File: src/hw/rtl/tbet_pkg.sv
// Shared types and constants of the touch button event table.
`default_nettype none

package tbet_pkg;

   localparam int ACTION_W = 2;
   localparam int COORD_W  = 12;
   localparam int EDGE_W   = 13;
   localparam int EVENT_W  = 2;
   localparam int SLOT_W   = 4;

   localparam logic [ACTION_W-1:0] ACT_ADD    = 2'd0;
   localparam logic [ACTION_W-1:0] ACT_SAMPLE = 2'd1;
   localparam logic [ACTION_W-1:0] ACT_CLEAR  = 2'd2;

   localparam logic [EVENT_W-1:0] EV_ADDED    = 2'd0;
   localparam logic [EVENT_W-1:0] EV_FULL     = 2'd1;
   localparam logic [EVENT_W-1:0] EV_PRESSED  = 2'd2;
   localparam logic [EVENT_W-1:0] EV_RELEASED = 2'd3;

   localparam int Q_DEPTH = 2;
   localparam int Q_PTR_W = 1;
   localparam int Q_CNT_W = 2;

   typedef enum logic [1:0] {
      OP_ADD,
      OP_SAMPLE,
      OP_CLEAR
   } op_type;

   typedef struct packed {
      op_type              kind;
      logic [COORD_W-1:0]  pos_x;
      logic [COORD_W-1:0]  pos_y;
      logic [EDGE_W-1:0]   right_edge;
      logic [EDGE_W-1:0]   bottom_edge;
      logic                touching;
   } cmd_type;

   typedef struct packed {
      logic [COORD_W-1:0]  left_edge;
      logic [COORD_W-1:0]  top_edge;
      logic [EDGE_W-1:0]   right_edge;
      logic [EDGE_W-1:0]   bottom_edge;
   } rect_type;

   typedef enum logic [2:0] {
      ST_IDLE,
      ST_ADD,
      ST_SCAN,
      ST_TAIL,
      ST_FINISH
   } back_state_type;

endpackage

`default_nettype wire

File: src/hw/rtl/tbet_front.sv
// Front end: accepts items, decodes the action, forms edges and queues commands.
`default_nettype none

module tbet_front
   import tbet_pkg::*;
(
   input  wire logic                 clock,
   input  wire logic                 reset,
   input  wire logic                 start,
   output logic                      busy,
   input  wire logic [ACTION_W-1:0]  req_action,
   input  wire logic [COORD_W-1:0]   req_pos_x,
   input  wire logic [COORD_W-1:0]   req_pos_y,
   input  wire logic [COORD_W-1:0]   req_width,
   input  wire logic [COORD_W-1:0]   req_height,
   input  wire logic                 req_touching,
   output logic                      q_valid,
   output cmd_type                   q_cmd,
   input  wire logic                 q_pop
);

   cmd_type              q_ff [Q_DEPTH];
   logic [Q_PTR_W-1:0]   wr_ptr_ff;
   logic [Q_PTR_W-1:0]   wr_ptr_in;
   logic [Q_PTR_W-1:0]   rd_ptr_ff;
   logic [Q_PTR_W-1:0]   rd_ptr_in;
   logic [Q_CNT_W-1:0]   cnt_ff;
   logic [Q_CNT_W-1:0]   cnt_in;
   cmd_type              dec_cmd;
   logic                 dec_keep;
   logic                 push;
   logic                 pop;

   always_comb begin
      dec_cmd.pos_x       = req_pos_x;
      dec_cmd.pos_y       = req_pos_y;
      dec_cmd.right_edge  = {1'b0, req_pos_x} + {1'b0, req_width};
      dec_cmd.bottom_edge = {1'b0, req_pos_y} + {1'b0, req_height};
      dec_cmd.touching    = req_touching;
      dec_cmd.kind        = OP_ADD;
      dec_keep            = 1'b1;
      case (req_action)
         ACT_ADD: begin
            dec_cmd.kind = OP_ADD;
         end
         ACT_SAMPLE: begin
            dec_cmd.kind = OP_SAMPLE;
         end
         ACT_CLEAR: begin
            dec_cmd.kind = OP_CLEAR;
         end
         default: begin
            dec_keep = 1'b0;
         end
      endcase
   end

   assign busy    = (cnt_ff == Q_CNT_W'(Q_DEPTH));
   assign q_valid = (cnt_ff != '0);
   assign q_cmd   = q_ff[rd_ptr_ff];
   assign push    = start && !busy && dec_keep;
   assign pop     = q_pop && q_valid;

   always_comb begin
      wr_ptr_in = push ? wr_ptr_ff + 1'b1 : wr_ptr_ff;
      rd_ptr_in = pop ? rd_ptr_ff + 1'b1 : rd_ptr_ff;
      cnt_in    = cnt_ff;
      if (push && !pop) begin
         cnt_in = cnt_ff + Q_CNT_W'(1);
      end else if (pop && !push) begin
         cnt_in = cnt_ff - Q_CNT_W'(1);
      end
   end

   always_ff @(posedge clock) begin
      if (reset) begin
         wr_ptr_ff <= '0;
         rd_ptr_ff <= '0;
         cnt_ff    <= '0;
      end else begin
         wr_ptr_ff <= wr_ptr_in;
         rd_ptr_ff <= rd_ptr_in;
         cnt_ff    <= cnt_in;
      end
   end

   always_ff @(posedge clock) begin
      if (push) begin
         q_ff[wr_ptr_ff] <= dec_cmd;
      end
   end

endmodule

`default_nettype wire

File: src/hw/rtl/tbet_back.sv
// Back end: walks the slot table to add buttons and to turn touch samples into events, and clears the table.
`default_nettype none

module tbet_back
   import tbet_pkg::*;
#(
   parameter int SLOTS = 16
)
(
   input  wire logic                 clock,
   input  wire logic                 reset,
   input  wire logic                 q_valid,
   input  wire cmd_type              q_cmd,
   output logic                      q_pop,
   output logic                      rsp_valid,
   output logic [EVENT_W-1:0]        rsp_event_res,
   output logic [SLOT_W-1:0]         rsp_slot,
   output logic                      rsp_last
);

   localparam int IDX_W = (SLOTS > 1) ? $clog2(SLOTS) : 1;
   localparam logic [IDX_W-1:0] LAST_IDX = IDX_W'(SLOTS - 1);

   back_state_type       state_ff;
   back_state_type       state_in;
   logic [IDX_W-1:0]     idx_ff;
   logic [IDX_W-1:0]     idx_in;
   cmd_type              cur_ff;
   cmd_type              cur_in;
   logic [SLOTS-1:0]     used_ff;
   logic [SLOTS-1:0]     used_in;
   logic [SLOTS-1:0]     touched_ff;
   logic [SLOTS-1:0]     touched_in;
   logic                 rd_vld_ff;
   logic                 rd_vld_in;
   logic [IDX_W-1:0]     rd_idx_ff;
   rect_type             rd_q_ff;
   logic                 pend_vld_ff;
   logic                 pend_vld_in;
   logic [EVENT_W-1:0]   pend_ev_ff;
   logic [EVENT_W-1:0]   pend_ev_in;
   logic [IDX_W-1:0]     pend_idx_ff;
   logic [IDX_W-1:0]     pend_idx_in;
   logic                 rsp_vld_ff;
   logic                 rsp_vld_in;
   logic [EVENT_W-1:0]   rsp_ev_ff;
   logic [EVENT_W-1:0]   rsp_ev_in;
   logic [IDX_W-1:0]     rsp_idx_ff;
   logic [IDX_W-1:0]     rsp_idx_in;
   logic                 rsp_last_ff;
   logic                 rsp_last_in;
   rect_type             mem [SLOTS];
   logic                 mem_we;
   rect_type             mem_wdata;
   logic                 free_here;
   logic                 now_touched;
   logic                 changed;
   logic [IDX_W+SLOT_W-1:0] slot_ext;

   assign free_here = !used_ff[idx_ff];

   assign now_touched = cur_ff.touching
                     && (cur_ff.pos_x > rd_q_ff.left_edge)
                     && ({1'b0, cur_ff.pos_x} < rd_q_ff.right_edge)
                     && (cur_ff.pos_y > rd_q_ff.top_edge)
                     && ({1'b0, cur_ff.pos_y} < rd_q_ff.bottom_edge);

   assign changed = rd_vld_ff && used_ff[rd_idx_ff]
                 && (now_touched != touched_ff[rd_idx_ff]);

   always_comb begin
      state_in = state_ff;
      case (state_ff)
         ST_IDLE: begin
            if (q_valid) begin
               case (q_cmd.kind)
                  OP_ADD: begin
                     state_in = ST_ADD;
                  end
                  OP_SAMPLE: begin
                     state_in = ST_SCAN;
                  end
                  default: begin
                     state_in = ST_IDLE;
                  end
               endcase
            end
         end
         ST_ADD: begin
            if (free_here || (idx_ff == LAST_IDX)) begin
               state_in = ST_IDLE;
            end
         end
         ST_SCAN: begin
            if (idx_ff == LAST_IDX) begin
               state_in = ST_TAIL;
            end
         end
         ST_TAIL: begin
            state_in = ST_FINISH;
         end
         ST_FINISH: begin
            state_in = ST_IDLE;
         end
         default: begin
            state_in = ST_IDLE;
         end
      endcase
   end

   always_comb begin
      q_pop       = 1'b0;
      idx_in      = idx_ff;
      cur_in      = cur_ff;
      used_in     = used_ff;
      touched_in  = touched_ff;
      rd_vld_in   = 1'b0;
      pend_vld_in = pend_vld_ff;
      pend_ev_in  = pend_ev_ff;
      pend_idx_in = pend_idx_ff;
      rsp_vld_in  = 1'b0;
      rsp_ev_in   = rsp_ev_ff;
      rsp_idx_in  = rsp_idx_ff;
      rsp_last_in = rsp_last_ff;
      mem_we      = 1'b0;
      mem_wdata.left_edge   = cur_ff.pos_x;
      mem_wdata.top_edge    = cur_ff.pos_y;
      mem_wdata.right_edge  = cur_ff.right_edge;
      mem_wdata.bottom_edge = cur_ff.bottom_edge;

      case (state_ff)
         ST_IDLE: begin
            idx_in      = '0;
            pend_vld_in = 1'b0;
            if (q_valid) begin
               q_pop  = 1'b1;
               cur_in = q_cmd;
               if (q_cmd.kind == OP_CLEAR) begin
                  used_in    = '0;
                  touched_in = '0;
               end
            end
         end
         ST_ADD: begin
            if (free_here) begin
               mem_we              = 1'b1;
               used_in[idx_ff]     = 1'b1;
               touched_in[idx_ff]  = 1'b0;
               rsp_vld_in          = 1'b1;
               rsp_ev_in           = EV_ADDED;
               rsp_idx_in          = idx_ff;
               rsp_last_in         = 1'b1;
            end else if (idx_ff == LAST_IDX) begin
               rsp_vld_in  = 1'b1;
               rsp_ev_in   = EV_FULL;
               rsp_idx_in  = '0;
               rsp_last_in = 1'b1;
            end else begin
               idx_in = idx_ff + IDX_W'(1);
            end
         end
         ST_SCAN: begin
            rd_vld_in = 1'b1;
            if (idx_ff != LAST_IDX) begin
               idx_in = idx_ff + IDX_W'(1);
            end
         end
         ST_FINISH: begin
            if (pend_vld_ff) begin
               rsp_vld_in  = 1'b1;
               rsp_ev_in   = pend_ev_ff;
               rsp_idx_in  = pend_idx_ff;
               rsp_last_in = 1'b1;
            end
            pend_vld_in = 1'b0;
         end
         default: begin
         end
      endcase

      // An event is held back until the next one, or the end of the walk, shows whether it is last.
      if (changed) begin
         touched_in[rd_idx_ff] = now_touched;
         if (pend_vld_ff) begin
            rsp_vld_in  = 1'b1;
            rsp_ev_in   = pend_ev_ff;
            rsp_idx_in  = pend_idx_ff;
            rsp_last_in = 1'b0;
         end
         pend_vld_in = 1'b1;
         pend_ev_in  = now_touched ? EV_PRESSED : EV_RELEASED;
         pend_idx_in = rd_idx_ff;
      end
   end

   always_ff @(posedge clock) begin
      if (reset) begin
         state_ff    <= ST_IDLE;
         idx_ff      <= '0;
         used_ff     <= '0;
         touched_ff  <= '0;
         rd_vld_ff   <= 1'b0;
         pend_vld_ff <= 1'b0;
         rsp_vld_ff  <= 1'b0;
      end else begin
         state_ff    <= state_in;
         idx_ff      <= idx_in;
         used_ff     <= used_in;
         touched_ff  <= touched_in;
         rd_vld_ff   <= rd_vld_in;
         pend_vld_ff <= pend_vld_in;
         rsp_vld_ff  <= rsp_vld_in;
      end
   end

   always_ff @(posedge clock) begin
      cur_ff      <= cur_in;
      rd_idx_ff   <= idx_ff;
      pend_ev_ff  <= pend_ev_in;
      pend_idx_ff <= pend_idx_in;
      rsp_ev_ff   <= rsp_ev_in;
      rsp_idx_ff  <= rsp_idx_in;
      rsp_last_ff <= rsp_last_in;
   end

   always_ff @(posedge clock) begin
      if (mem_we) begin
         mem[idx_ff] <= mem_wdata;
      end
      rd_q_ff <= mem[idx_ff];
   end

   assign slot_ext      = {{SLOT_W{1'b0}}, rsp_idx_ff};
   assign rsp_valid     = rsp_vld_ff;
   assign rsp_event_res = rsp_ev_ff;
   assign rsp_slot      = slot_ext[SLOT_W-1:0];
   assign rsp_last      = rsp_last_ff;

endmodule

`default_nettype wire

File: src/hw/rtl/touch_button_event_table_unit.sv
// Top level of the touch button event table: front end, command queue and back end.
//
// An item is transferred on the request channel at a rising edge where start is high
// and busy is low. Action add places a button in the lowest free slot, sample tests a
// touch point against every button in use, clear frees every slot; action code three
// is taken and dropped. Accepted items wait in a two-entry queue, so busy rises only
// when that queue is full while the back end is still working.
// Each result is shown for one cycle with rsp_valid high; the receiver cannot stall.
// The back end walks the table one slot per cycle; an add stops at the first free slot
// or at the last slot. A sample walks every slot, the edge memory read being
// registered; each event is shown once the following change, or the end of the walk,
// is known, and the final one carries rsp_last. A clear is carried out as the back
// end takes it from the queue, without a walk.
// Reset empties the queue and the table and drops any walk in progress.
`default_nettype none

module touch_button_event_table_unit
   import tbet_pkg::*;
#(
   parameter int SLOTS = 16
)
(
   input  wire logic                 clock,
   input  wire logic                 reset,
   input  wire logic                 start,
   output logic                      busy,
   input  wire logic [ACTION_W-1:0]  req_action,
   input  wire logic [COORD_W-1:0]   req_pos_x,
   input  wire logic [COORD_W-1:0]   req_pos_y,
   input  wire logic [COORD_W-1:0]   req_width,
   input  wire logic [COORD_W-1:0]   req_height,
   input  wire logic                 req_touching,
   output logic                      rsp_valid,
   output logic [EVENT_W-1:0]        rsp_event_res,
   output logic [SLOT_W-1:0]         rsp_slot,
   output logic                      rsp_last
);

   logic     q_valid;
   cmd_type  q_cmd;
   logic     q_pop;

   tbet_front u_front (
      .clock        (clock),
      .reset        (reset),
      .start        (start),
      .busy         (busy),
      .req_action   (req_action),
      .req_pos_x    (req_pos_x),
      .req_pos_y    (req_pos_y),
      .req_width    (req_width),
      .req_height   (req_height),
      .req_touching (req_touching),
      .q_valid      (q_valid),
      .q_cmd        (q_cmd),
      .q_pop        (q_pop)
   );

   tbet_back #(
      .SLOTS (SLOTS)
   ) u_back (
      .clock         (clock),
      .reset         (reset),
      .q_valid       (q_valid),
      .q_cmd         (q_cmd),
      .q_pop         (q_pop),
      .rsp_valid     (rsp_valid),
      .rsp_event_res (rsp_event_res),
      .rsp_slot      (rsp_slot),
      .rsp_last      (rsp_last)
   );

endmodule

`default_nettype wire

File: config.mk
export PLATFORM = sky130hd
export DESIGN_NAME = touch_button_event_table_unit
export DESIGN_NICKNAME = d
export VERILOG_FILES = /design/src/hw/rtl/tbet_pkg.sv /design/src/hw/rtl/tbet_front.sv /design/src/hw/rtl/tbet_back.sv /design/src/hw/rtl/touch_button_event_table_unit.sv
export SDC_FILE = /design/constraint.sdc
export NUM_CORES = 1
export LEC_CHECK = 0
export ABC_CLOCK_PERIOD_IN_PS = 9550
export BUFFER_PORTS_ARGS = -buffer_cell sky130_fd_sc_hd__buf_2
export CORE_ASPECT_RATIO = 0.8
export CORE_MARGIN = 1.5
export CORE_UTILIZATION = 35
export DETAILED_ROUTE_END_ITERATION = 6
export PLACE_DENSITY = 0.59
export SYNTH_ARGS = -nofsm -noshare
export SYNTH_HDL_FRONTEND = slang
export SYNTH_SLANG_ARGS = --single-unit
File: constraint.sdc
create_clock -name clock -period 9.55 [get_ports clock]
set_input_delay 1.91 -clock clock [delete_from_list [all_inputs] [get_ports clock]]
set_output_delay 1.91 -clock clock [all_outputs]
set_load 0.05 [all_outputs]
### Word level (Yosys, flattened, before mapping)

Memories as Yosys holds them, arrays and structs flattened. A register that Yosys moved wholly into a read port is not among the register bits.
Cells that the tools add are included.

| word-level totals | value |
|---|---|
| bits in writable memories | 906 |
| logic and storage cells | 164 |
| register bits after elaboration | 114 |
| memories kept | 2 |
| output and inout bits | 9 |

| cells by class | value |
|---|---|
| add/subtract/negate cells | 7 |
| bitwise logic cells | 3 |
| equal/unequal tests | 20 |
| order comparisons | 8 |
| multiplexer cells | 71 |
| reduce and logical (&&, ||, !) cells | 32 |

Memory list:

| name | depth | bits a word | rd ports | clocked after Yosys merged registers in | wr ports | line | RTL |
|---|---|---|---|---|---|---|---|
| u_back.mem | 16 | 50 | 1 | 1 | 1 | tbet_back.sv:52 | `rect_type mem [SLOTS];` |
| u_front.q_ff | 2 | 53 | 1 | 1 | 1 | tbet_front.sv:22 | `cmd_type q_ff [Q_DEPTH];` |

Operators by type and width:

| cell | number |
|---|---|
| 16-bit 2-to-1 mux | 7 |
| 16-bit case mux with 2 select lines | 2 |
| 4-bit 2-to-1 mux | 8 |
| 1-bit 2-to-1 mux | 30 |
| 12-bit by 12-bit adder with 13-bit output | 2 |
| 12-bit by 13-bit less-than comparator with 1-bit output | 2 |
| 12-bit > comparator | 2 |
| 16-bit AND | 1 |
| 16-bit bitwise mux | 1 |
| 16-bit inverter | 1 |
| 16-bit OR | 1 |
| 2-bit 2-to-1 mux | 7 |
| 1-bit logical AND | 13 |
| 1-bit binary-select mux with 4-bit select | 3 |
| 2-bit case mux with 2 select lines | 3 |
| 3-bit case mux with 4 select lines | 1 |
| 4-bit case mux with 3 select lines | 1 |
| 4-bit by 5-bit less-than comparator with 1-bit output (second input constant) | 2 |
| 2-bit by 1-bit inequality test with 1-bit output (second input constant) | 5 |
| 3-bit 2-to-1 mux | 3 |
| 1-bit demux with 4-bit select | 2 |
| 4-bit by 1-bit greater-or-equal comparator with 1-bit output (second input constant) | 2 |
| 4-bit case mux with 2 select lines | 1 |
| 4-bit AND reduction | 2 |
| other kinds (24) | 39 |

### Depth between registers and ports, before layout

Gate-level depths: netlist of the first run.

| logic depth | value |
|---|---|
| word-level depth | 10 |
| depth in mapped cells | 11 |
| gate-level depth less buffers | 11 |

### Hierarchy

From an unflattened synthesis of the first run, not the netlist that was laid out.

| second synthesis, totals | value |
|---|---|
| cell total of the unflattened synthesis | 2,111 |
| area, all modules | 42,230.5 um^2 |

By module, submodules not included:

| module | cells each | area an instance (um^2) | instances |
|---|---|---|---|
| tbet_back | 1,777 | 37,114.3 | 1 |
| tbet_front | 334 | 5,116.2 | 1 |

### Least setup slack after synthesis of the first run

No wires, ideal clock.

| timing | value |
|---|---|
| kind | flip-flop to flip-flop |
| start | reg u_back.idx_ff[3] |
| end | mem u_back.mem[15][0] (netlist name) (enable) |
| path slack | 4.078 ns |
| clock period less this slack | 5.472 ns |
| library setup time | 0.520 ns |
| stages on the path, launching flop included | 5 |
| arrival time | 4.952 ns |
| required time | 9.030 ns |
| cells stage by stage | dfxtp_1 > clkbuf_1 > mux4_2 > mux4_2 > nor3_1 |

| on the way | value |
|---|---|
| longest elaborated chain between the ends | 6 |

RTL lines:

| item | line | RTL |
|---|---|---|
| start, declared | tbet_back.sv:26 | `logic [IDX_W-1:0] idx_ff;` |
| start signal, assigned | tbet_back.sv:207 | `idx_ff <= idx_in;` |
| 1-bit binary-select mux with 4-bit select | tbet_back.sv:60 | `assign free_here = !used_ff[idx_ff];` |
| 1-bit 2-to-1 mux (implied by the code) | tbet_back.sv:60 |  |
| 1-bit 2-to-1 mux | tbet_back.sv:145 | `if (free_here) begin` |
| 1-bit 2-to-1 mux | tbet_back.sv:131 | `case (state_ff)` |
| 1-bit 2-to-1 mux | tbet_back.sv:227 | `if (mem_we) begin` |
| 1-bit 2-to-1 mux (implied by the code) | tbet_back.sv:228 | `mem[idx_ff] <= mem_wdata;` |
| end, declared | tbet_back.sv:52 |  |

Several ways; a longest one is shown, not always the timed one. The select of a mux whose other input is x is not followed.

### Final worst setup path of the first run

| timing | value |
|---|---|
| start | reg u_back.idx_ff[2] |
| end | mem u_back.mem[12][18] (netlist name) (enable) |

Same word-level chain as after synthesis.

==> qor.yml, run 1 <==
first_pass_iters: 5
ys_seq_elements: 1070
post-dp-hpwl_mm: 51.62
yosysTopAreaCellShare_pct: 69.04
min-delay-path-class: "flop to flop"
tightest_slew_ns: 1.163
cts_sinks: 1070
power.density_mw_per_mm2: 254.2
routedWlPerCell_um: 24.37
synth_edf_count: 962
grt.overflow.total: 0
setup_viol: 0
worstReg2RegEnd: "u_back.mem[12][18]$_DFFE_PP_"
diodes: 0
rr_worst_depth: 5
nNetsFinal: 2294
gp_congestion: 0.7937
path_cells: "mux4_2, mux4_2, nor2_1, and3_2, buf_4"
met1_length_mm: 42.34
cts.clk_slew.worst_paths_ns: 0.06
die_w_um: 389.6
ioPinCount: 63
grt_pass1_wl_mm: 138.0
syn_area_sq_mm: 0.04184
start_util_pct: 35.27
final_area_sq_mm: 0.04759
crit_path_top_delay_cell: "dfxtp_4"
clock.fmax_ghz: 0.2096
async_reset_ff_share_pct: 0
yosysUniqueCellTypes: 65
die-area_sq_mm: 0.1216
period_share_pct: 49.95
final_common_cell: "edfxtp_1"
crit_arrival_ns: 5.05
fillers: 10360
rows: 113
synth_area_leader_cell: "edfxtp_1"
post_cts_resized: 0
die_h_um: 312.3
worstPathRequired_ns: 9.83
fin_cells: 3805
synthTopCellsByArea: "edfxtp_1, mux4_2, dfxtp_1"
grt_setup_unrepaired: "no"
peakVddDrop_mv: 0.1573
drc: 0
final_cell_mix: "edfxtp_1, mux4_2, clkbuf_16, dfxtp_1, ha_1"
drtAntennaViolNets: 0
maxCapViolations: 0
cts_root_buffer: "clkbuf_16"
routed.top_layer: "met4"
cts_buffers: 105
synth_adder_area_share_pct: 2.339
status: "complete, no violations"
worstSetupPathType: "flop to flop"
first_global_vias: 20730
relSlewSlack_pct: 22.33
multi_input_area_sq_mm: 0.01016
synthSimpleGateAreaFrac_pct: 2.682
synth_top_family_by_area: "multiplexers"
port_buffers: 62
place_area_sq_mm: 0.04397
skew_ns: 0.03289
core_area_sq_mm: 0.1186
syn_nets: 2185
synth_ff_type: "edfxtp_1"
clk_latency_ns: 0.69
met3_length_mm: 4.885
startpoint_type: "flop"
p_leak_nw: 15.12
fin_setup_tns_ns: 0
ys_seq_area_share_pct: 74.21
met2_wirelength_mm: 43.69
syn_inst: 2054
syn_to_final_growth_pct: 13.74
drt_iter0_drc: 1896
grt_max_degree: 68
cpMostUsedCell: "mux4_2"
drive_above_1_share_pct: 27.47
routed_via_density: 5.217
cpPeakStageDelay_ns: 0.91
slew_violations: 0
cp-end-kind: "flop"
hp-start: "u_back.rsp_last$_DFF_P_"
cts_max_path_buffers: 3
cts_tree: "yes"
syn_area_per_cell_sq_um: 20.37
h-tree-depth: 3
vias: 19850
ff2ff_setup_slack_ns: 4.78
regArea_sq_mm: 0.03107
synth_xor_area_share_pct: 0.5443
grt_usage_pct: 15.25
min_path_cells: 2
cp_max_fo: 38
dp.cells: 3608
antenna_found_initial: 3
fin_crit_ns: 4.770
synth-compound-area-share_pct: 2.656
finalHoldViolCount: 0
yosys_warnings: 0
synthMuxAreaShare_pct: 15.98
finalWirelength_mm: 92.74
ctsHoldBuffers: 0
whs_endpoint: "u_back.rsp_last$_DFF_P_"
postCtsSetupRepairBufs: 0
fin_total_pwr_mw: 12.10
rr_startpoint: "u_back.idx_ff[2]$_SDFFE_PP0P_"
## cells in the mapped netlist, types with 6 or more instances
cell,count
nor3_1,21
nor2_1,67
a21o_1,6
nand2b_1,12
inv_1,72
a21boi_0,11
and2_1,6
nor2b_1,20
mux2_2,58
o21ai_0,23
a22o_1,6
ha_1,75
buf_1,16
dfxtp_1,108
clkbuf_1,64
a21oi_1,50
xor2_1,10
edfxtp_1,962
o21a_1,7
a21oi_2,9
nand2_1,45
a221o_1,9
nand4_1,6
nand3_1,14
o31ai_1,6
mux4_2,266
xnor2_1,16
and3_1,16
or3_1,6
## power breakdown
group	internal (mW)	switching, mW
clock	2.51	1.76
sequential	5.93	0.579
combinational	0.567	0.741
## registers in the layout (all words and copies together), names as in the netlist, 4 cells and up, named ones only
register and cells:
u_back.rsp_slot 4, u_front.q_ff 106, u_back.idx_ff 4, u_back.cur_ff 51, u_back.rd_q_ff 50, u_back.rd_idx_ff 4, u_back.used_ff 16, u_back.mem 800
u_back.touched_ff 16, u_back.pend_idx_ff 4
## metal layers
layer,track usage [%],vias up
met5,0,-
li1,-,8593
met3,2.439,122
met4,3.960,0
met2,24.00,607
met1,22.12,10530
## worst max path at each step
stage / startpoint / to / slack [ns]
floorplan: u_back.idx_ff[3]$_SDFFE_PP0P_ / u_back.mem[15][0]$_DFFE_PP_ / 4.08
global placement: req_pos_y[0] / u_front.q_ff[0][13]$_DFFE_PP_ / 4.86
detailed placement: u_back.idx_ff[2]$_SDFFE_PP0P_ / u_back.mem[12][16]$_DFFE_PP_ / 4.82
CTS: u_back.idx_ff[2]$_SDFFE_PP0P_ / u_back.mem[1][18]$_DFFE_PP_ / 4.83
global route: u_back.idx_ff[2]$_SDFFE_PP0P_ / u_back.mem[2][18]$_DFFE_PP_ / 4.61
finish: u_back.idx_ff[2]$_SDFFE_PP0P_ / u_back.mem[12][18]$_DFFE_PP_ / 4.78
## critical path, delay by kind of cell, from the launching register on
kind,cells,cell delay [ns]
flip-flops,1,0.91
buffers and inverters,1,0.77
AND/OR/NAND/NOR,2,1.41
multiplexers,2,1.19
## metrics by stage
step                utilization, %  setup slack [ns]  hold WS (ns)
finish                       40.12             4.780        0.4618
global route                 40.12             4.612        0.4799
CTS                          40.12             4.827        0.4678
detailed placement           37.07             4.821        0.4533
global placement             37.07             4.858        0.4440
floorplan                        -             4.078        0.3507
## final cells by class
| class | count | share of cell area, % |
|---|---|---|
| sequential | 1070 | 65.28 |
| multi-input combinational | 822 | 21.35 |
| clock buffer | 135 | 5.955 |
| tap | 1552 | 4.081 |
| clock inverter | 62 | 1.641 |
| timing repair buffer | 92 | 1.125 |
| inverter | 72 | 0.5679 |
## cell families (layout without fill, tap and decap cells)
group	count (synthesis)	after routing
DFF	1070	1070
muxes	327	327
and+or+nand+nor	228	228
AOI/OAI and AO/OA	164	164
buffers and inverters	162	361
adders and majority gates	77	77
xor gates and xnor gates	26	26
(Power assumes the default switching activity.)
==> inputs of run 2 (changes only) <==
ABC_CLOCK_PERIOD_IN_PS = 3900   (was 9550)
PLACE_DENSITY = 0.61   (was 0.59)
clock period = 3.9 ns   (was 9.55 ns; I/O delays follow)
==> run 2 against run 1 <==
Utilization increased by 0.56 points; flip-flop and latch count stayed put; via count increased by 2.0%; critical path type unchanged; die area stayed put; largest power group unchanged; maximum frequency grew 37%; clock skew shrank 0.012 ns; global-route usage up 0.17 points; power up 150%; first-iteration DRC count grew 7.3%; sequential power is 140% higher; critical path depth is 5 higher; register-to-register slack got worse by 4.4 ns.
==> qor.yml, run 2 (same netlist as run 1, synthesis figures left out) <==
setup_viol: 0
hp-start: "req_touching"
regMostFlops: "u_back.mem"
status: "complete, no violations"
antenna_found_initial: 4
tightest_slew_ns: 0.9200
grt_setup_unrepaired: "no"
routedWlPerCell_um: 24.45
rows: 113
final_common_cell: "edfxtp_1"
largest_reg_flops: 800
first_global_vias: 21130
fin_crit_ns: 3.474
min-delay-path-class: "input pin to flop"
drc: 0
skew_ns: 0.02042
cts_sinks: 1070
cp-end-kind: "flop"
place_area_sq_mm: 0.04454
die_w_um: 389.6
pwr-share-comb_pct: 12.4
clk_latency_ns: 0.67
gp_congestion: 0.7823
pwr-share-clk_pct: 35.6
worstPathRequired_ns: 4.44
ctsHoldBuffers: 0
h-tree-depth: 3
first_pass_iters: 5
cts_tree: "yes"
period_share_pct: 89.07
final_cell_mix: "edfxtp_1, mux4_2, clkbuf_16, dfxtp_1, ha_1"
netSwitchingFraction_pct: 25.08
maxCapViolations: 0
post-place-ws_ns: 0.4151
start_util_pct: 35.27
finalWirelength_mm: 94.05
seqPwrFrac_pct: 52.1
grt_pass1_wl_mm: 139.0
p_leak_nw: 15.41
drive_above_1_share_pct: 29.18
fin_setup_tns_ns: 0
cts.clk_slew.worst_paths_ns: 0.06
relSlewSlack_pct: 38.67
syn_to_final_growth_pct: 15.33
cts_root_buffer: "clkbuf_16"
rr_startpoint: "u_back.cur_ff[37]$_DFFE_PP_"
cp_max_fo: 18
postCtsSetupRepairBufs: 0
power.density_mw_per_mm2: 619.5
cts_max_path_buffers: 3
fillers: 10230
worst_slack_ns: 0.4261
grt_usage_pct: 15.41
post_cts_resized: 0
worstSetupPathType: "flop to flop"
intPower_mw: 22.39
grt.overflow.total: 0
clock.fmax_ghz: 0.2879
fin_total_pwr_mw: 29.89
crit_arrival_ns: 4.02
grt_max_degree: 125
reg_top3: "u_back.mem (800), u_front.q_ff (106), u_back.cur_ff (51)"
ioPinCount: 63
finalHoldViolCount: 0
critPathLaunch: "u_back.cur_ff[37]$_DFFE_PP_"
drt_iter0_drc: 2035
vias: 20260
core_area_sq_mm: 0.1186
final_area_sq_mm: 0.04825
startpoint_type: "flop"
routed_via_density: 5.266
drtAntennaViolNets: 0
die_h_um: 312.3
power.switching_mw: 7.497
cts_buffers: 106
port_buffers: 62
peakVddDrop_mv: 0.4633
post-dp-hpwl_mm: 52.54
nNetsFinal: 2332
slew_violations: 0
die-area_sq_mm: 0.1216
run 2: critical path, stage by stage, from the launching register on:
cell and delay, ns:
edfxtp_1 0.69, ha_1 0.35, a21o_1 0.17, a21oi_1 0.18
o2111ai_1 0.12, a311oi_1 0.26, nand4_1 0.52, buf_4 0.41
o21ai_0 0.19, a21boi_0 0.17, a221o_1 0.27
run 2: cell type report:
type	count	area [sq um]	share of cell area [%]
flip-flops and latches	1070	31070	64.38
clock buffers	128	2828	5.860
inverters	72	270.3	0.5601
repair buffers	129	1101	2.282
multi-input cells	822	10160	21.07
well taps	1552	1942	4.024
clock inverters	72	877.1	1.818
diodes	2	5.005	0.01037
run 2: routing by layer:
layer  global-route usage (%)  share of wire, %
met1                    21.29                43
met4                    4.350               2.1
met2                    25.32                49
met3                    2.450               5.8
met5                        0                 0
run 2: final timing paths:
path                                                        end  slack, ns  cells past startpoint
worst min-delay path               u_front.q_ff[1][0]$_DFFE_PP_       0.31                      1
worst min register to register       u_back.rsp_slot[2]$_DFF_P_       0.48                      1
worst max-delay path            u_back.touched_ff[5]$_SDFF_PP0_       0.43                     10
worst max register to register  u_back.touched_ff[5]$_SDFF_PP0_       0.43                     10
run 2: power groups by stage:
| stage | logic (mW) | registers (mW) | clock network [mW] |
|---|---|---|---|
| 3_3_place_gp | 3.65 | 15.7 | 0 |
| 6_report | 3.69 | 15.6 | 10.6 |
| 2_1_floorplan | 2.30 | 15.5 | 0 |
| 4_1_cts | 3.74 | 15.6 | 10.8 |
| 5_1_grt | 4.02 | 15.7 | 11.3 |
| 3_5_place_dp | 3.72 | 15.8 | 0 |
run 2: through the flow:
step,cells,hold WS [ns],utilization [%]
2_1_floorplan,2054,0.3507,-
3_3_place_gp,3645,0.4744,37.55
3_5_place_dp,3645,0.4682,37.55
4_1_cts,3845,0.2653,40.67
5_1_grt,3846,0.2803,40.68
6_report,3847,0.3091,40.68
==> inputs of run 3 (changes only) <==
ABC_AREA = 1   (was default)
==> run 3 against run 2 <==
Sequential share of layout area decreased by 0.54 points; worst setup slack improved by 0.42 ns; die area rose by 1.9%; power increased by 10%; clock skew about the same; sequential power up 4%; largest power group unchanged; highest routed layer unchanged.
==> qor.yml, run 3 <==
status: "complete, no violations"
die_h_um: 315.2
ctsHoldBuffers: 0
synth_ff_type: "edfxtp_1"
worstPathRequired_ns: 4.26
drc: 0
slew_violations: 0
routedWlPerCell_um: 21.18
grt_max_degree: 212
grt_pass1_wl_mm: 162.3
cp_max_fo: 46
synth.most_common_cell: "edfxtp_1"
fin_crit_ns: 3.057
synthTopCellsByArea: "edfxtp_1, dfxtp_1, o21ai_0"
final_area_sq_mm: 0.04865
clk_latency_ns: 0.67
yosysUniqueCellTypes: 47
first_global_vias: 25190
syn_nets: 3506
final_cell_mix: "edfxtp_1, nor2_1, o21ai_0, nand2_1, o22ai_1"
synth_edf_count: 962
rows: 114
cts_max_path_buffers: 3
first_pass_iters: 5
cts_sinks: 1070
post-dp-hpwl_mm: 57.35
die-area_sq_mm: 0.1240
period_share_pct: 78.38
postCtsSetupRepairBufs: 0
core_area_sq_mm: 0.1208
die_w_um: 393.3
syn_to_final_growth_pct: 14.08
multi_input_area_sq_mm: 0.01048
finalWirelength_mm: 108.9
ys_seq_area_share_pct: 72.81
regMostFlops: "u_back.mem"
setup_viol: 0
worstReg2RegEnd: "u_back.mem[0][30]$_DFFE_PP_"
post_cts_resized: 0
routed_via_density: 5.265
place_area_sq_mm: 0.04529
ioPinCount: 63
cts_buffers: 104
p_leak_nw: 16.65
synth_commonest_cells: "edfxtp_1, nor2_1, o21ai_0"
grt_setup_unrepaired: "no"
endpoint: "u_back.mem[0][30]$_DFFE_PP_"
syn_area_sq_mm: 0.04265
finalHoldViolCount: 0
min-delay-path-class: "input pin to flop"
final_common_cell: "edfxtp_1"
clock.fmax_ghz: 0.3272
h-tree-depth: 3
yosys_warnings: 0
peakVddDrop_mv: 0.5793
fin_total_pwr_mw: 32.99
largest_reg_flops: 800
maxCapViolations: 0
syn_inst: 3375
ys_seq_elements: 1070
synth_area_leader_cell: "edfxtp_1"
rr_startpoint: "u_back.idx_ff[1]$_SDFFE_PP0P_"
crit_arrival_ns: 3.41
regArea_sq_mm: 0.03106
power.density_mw_per_mm2: 678.1
reg_top3: "u_back.mem (800), u_front.q_ff (106), u_back.cur_ff (51)"
cts.clk_slew.worst_paths_ns: 0.07
startpoint_type: "flop"
grt.overflow.total: 0
cts_root_buffer: "clkbuf_16"
antenna_found_initial: 6
drive_above_1_share_pct: 11.06
rr_worst_depth: 10
worstSetupPathType: "flop to flop"
critPathLaunch: "u_back.idx_ff[1]$_SDFFE_PP0P_"
fillers: 11190
cts_tree: "yes"
nNetsFinal: 3558
start_util_pct: 35.30
vias: 27070
skew_ns: 0.02038
drtAntennaViolNets: 0
port_buffers: 62
diodes: 0
yosysTopAreaCellShare_pct: 67.74
syn_area_per_cell_sq_um: 12.64
ff2ff_setup_slack_ns: 0.84
async_reset_ff_share_pct: 0
relSlewSlack_pct: 23.05
drt_iter0_drc: 3625
grt_usage_pct: 17.29
tightest_slew_ns: 1.154
gp_congestion: 0.8609
cp-end-kind: "flop"
[run 3: cell count changes after synthesis, sizes merged, moves of 20 or more]
cell    change
a21oi      +21
clkbuf     +90
inv        +84
mux4      -266
nand2     +347
nand3      +29
nand4      +87
nor2      +454
nor2b      -20
o21ai     +412
o22ai     +203
[run 3: kinds of logic (layout without fill, tap and decap cells)]
group / count (synthesis) / in the layout / share of synthesized area (%)
AO/OA/AOI/OAI: 744 / 744 / 9.453
XOR/XNOR: 22 / 22 / 0.4518
adder cells (fa/ha/maj): 77 / 77 / 2.294
buffers and inverters: 336 / 478 / 3.086
flip-flops: 1070 / 1070 / 72.81
multiplexers: 53 / 53 / 1.397
AND/OR/NAND/NOR: 1073 / 1073 / 10.51
[run 3: worst min path at each step]
stage | slack, ns | start | endpoint | cells past startpoint
floorplan | 0.33 | u_back.idx_ff[2]$_SDFFE_PP0P_ | u_back.rd_idx_ff[2]$_DFF_P_ | 0
CTS | 0.26 | req_touching | u_front.q_ff[1][0]$_DFFE_PP_ | 1
detailed placement | 0.45 | u_front.rd_ptr_ff$_SDFFE_PP0P_ | flop | 1
finish | 0.30 | req_touching | u_front.q_ff[1][0]$_DFFE_PP_ | 1
global placement | 0.43 | u_front.rd_ptr_ff$_SDFFE_PP0P_ | flop | 1
global route | 0.28 | req_touching | u_front.q_ff[1][0]$_DFFE_PP_ | 1
[run 3: per-layer routing]
| metal | wire length (um) | up-vias | track usage [%] | part of all wire (%) |
|---|---|---|---|---|
| met5 | 0 | - | 0 | 0 |
| met4 | 1760 | 0 | 3.931 | 1.6 |
| met3 | 9014 | 132 | 2.339 | 8.3 |
| met2 | 47990 | 1147 | 25.74 | 44 |
| met1 | 50120 | 13410 | 26.64 | 46 |
| li1 | - | 12380 | - | - |
[run 3: worst max-delay path, stage by stage, from the launching register on]
cell,delay [ns]
dfxtp_4,0.78
inv_6,0.07
o211ai_1,0.11
nand2_1,0.09
nand2_1,0.06
nand2_1,0.10
nor2_4,0.27
nand2_1,0.09
buf_4,0.26
nor3_4,0.60
buf_12,0.27
[run 3: cell type report]
cell class              count  share of cell area [%]
flip-flops and latches   1070                   63.84
multi-input cells        1969                   21.54
clock buffers             137                   5.897
well taps                1624                   4.176
repair buffers            126                   2.320
inverters                 156                   1.229
clock inverters            59                   1.006
[run 3: where the power goes]
part | total (mW) | leakage [nW] | switching [mW] | internal [mW]
registers | 16.3 | 9.60 | 1.42 | 14.9
clock network | 9.91 | 1.66 | 4.26 | 5.64
logic | 6.77 | 5.39 | 4.73 | 2.04
total | 33.0 | 16.6 | 10.4 | 22.6
[run 3: metrics by stage]
step | hold WS, ns | utilization [%] | setup WS (ns) | std cells | TNS, ns
after CTS | 0.2628 | 40.27 | 0.9001 | 5141 | 0
after global routing | 0.2806 | 40.27 | 0.7373 | 5141 | 0
after floorplan | 0.3258 | - | -1.367 | 3375 | -344.74
after global placement | 0.4283 | 37.49 | 0.9109 | 4945 | 0
final | 0.2975 | 40.27 | 0.8433 | 5141 | 0
after detailed placement | 0.4479 | 37.49 | 0.8739 | 4945 | 0
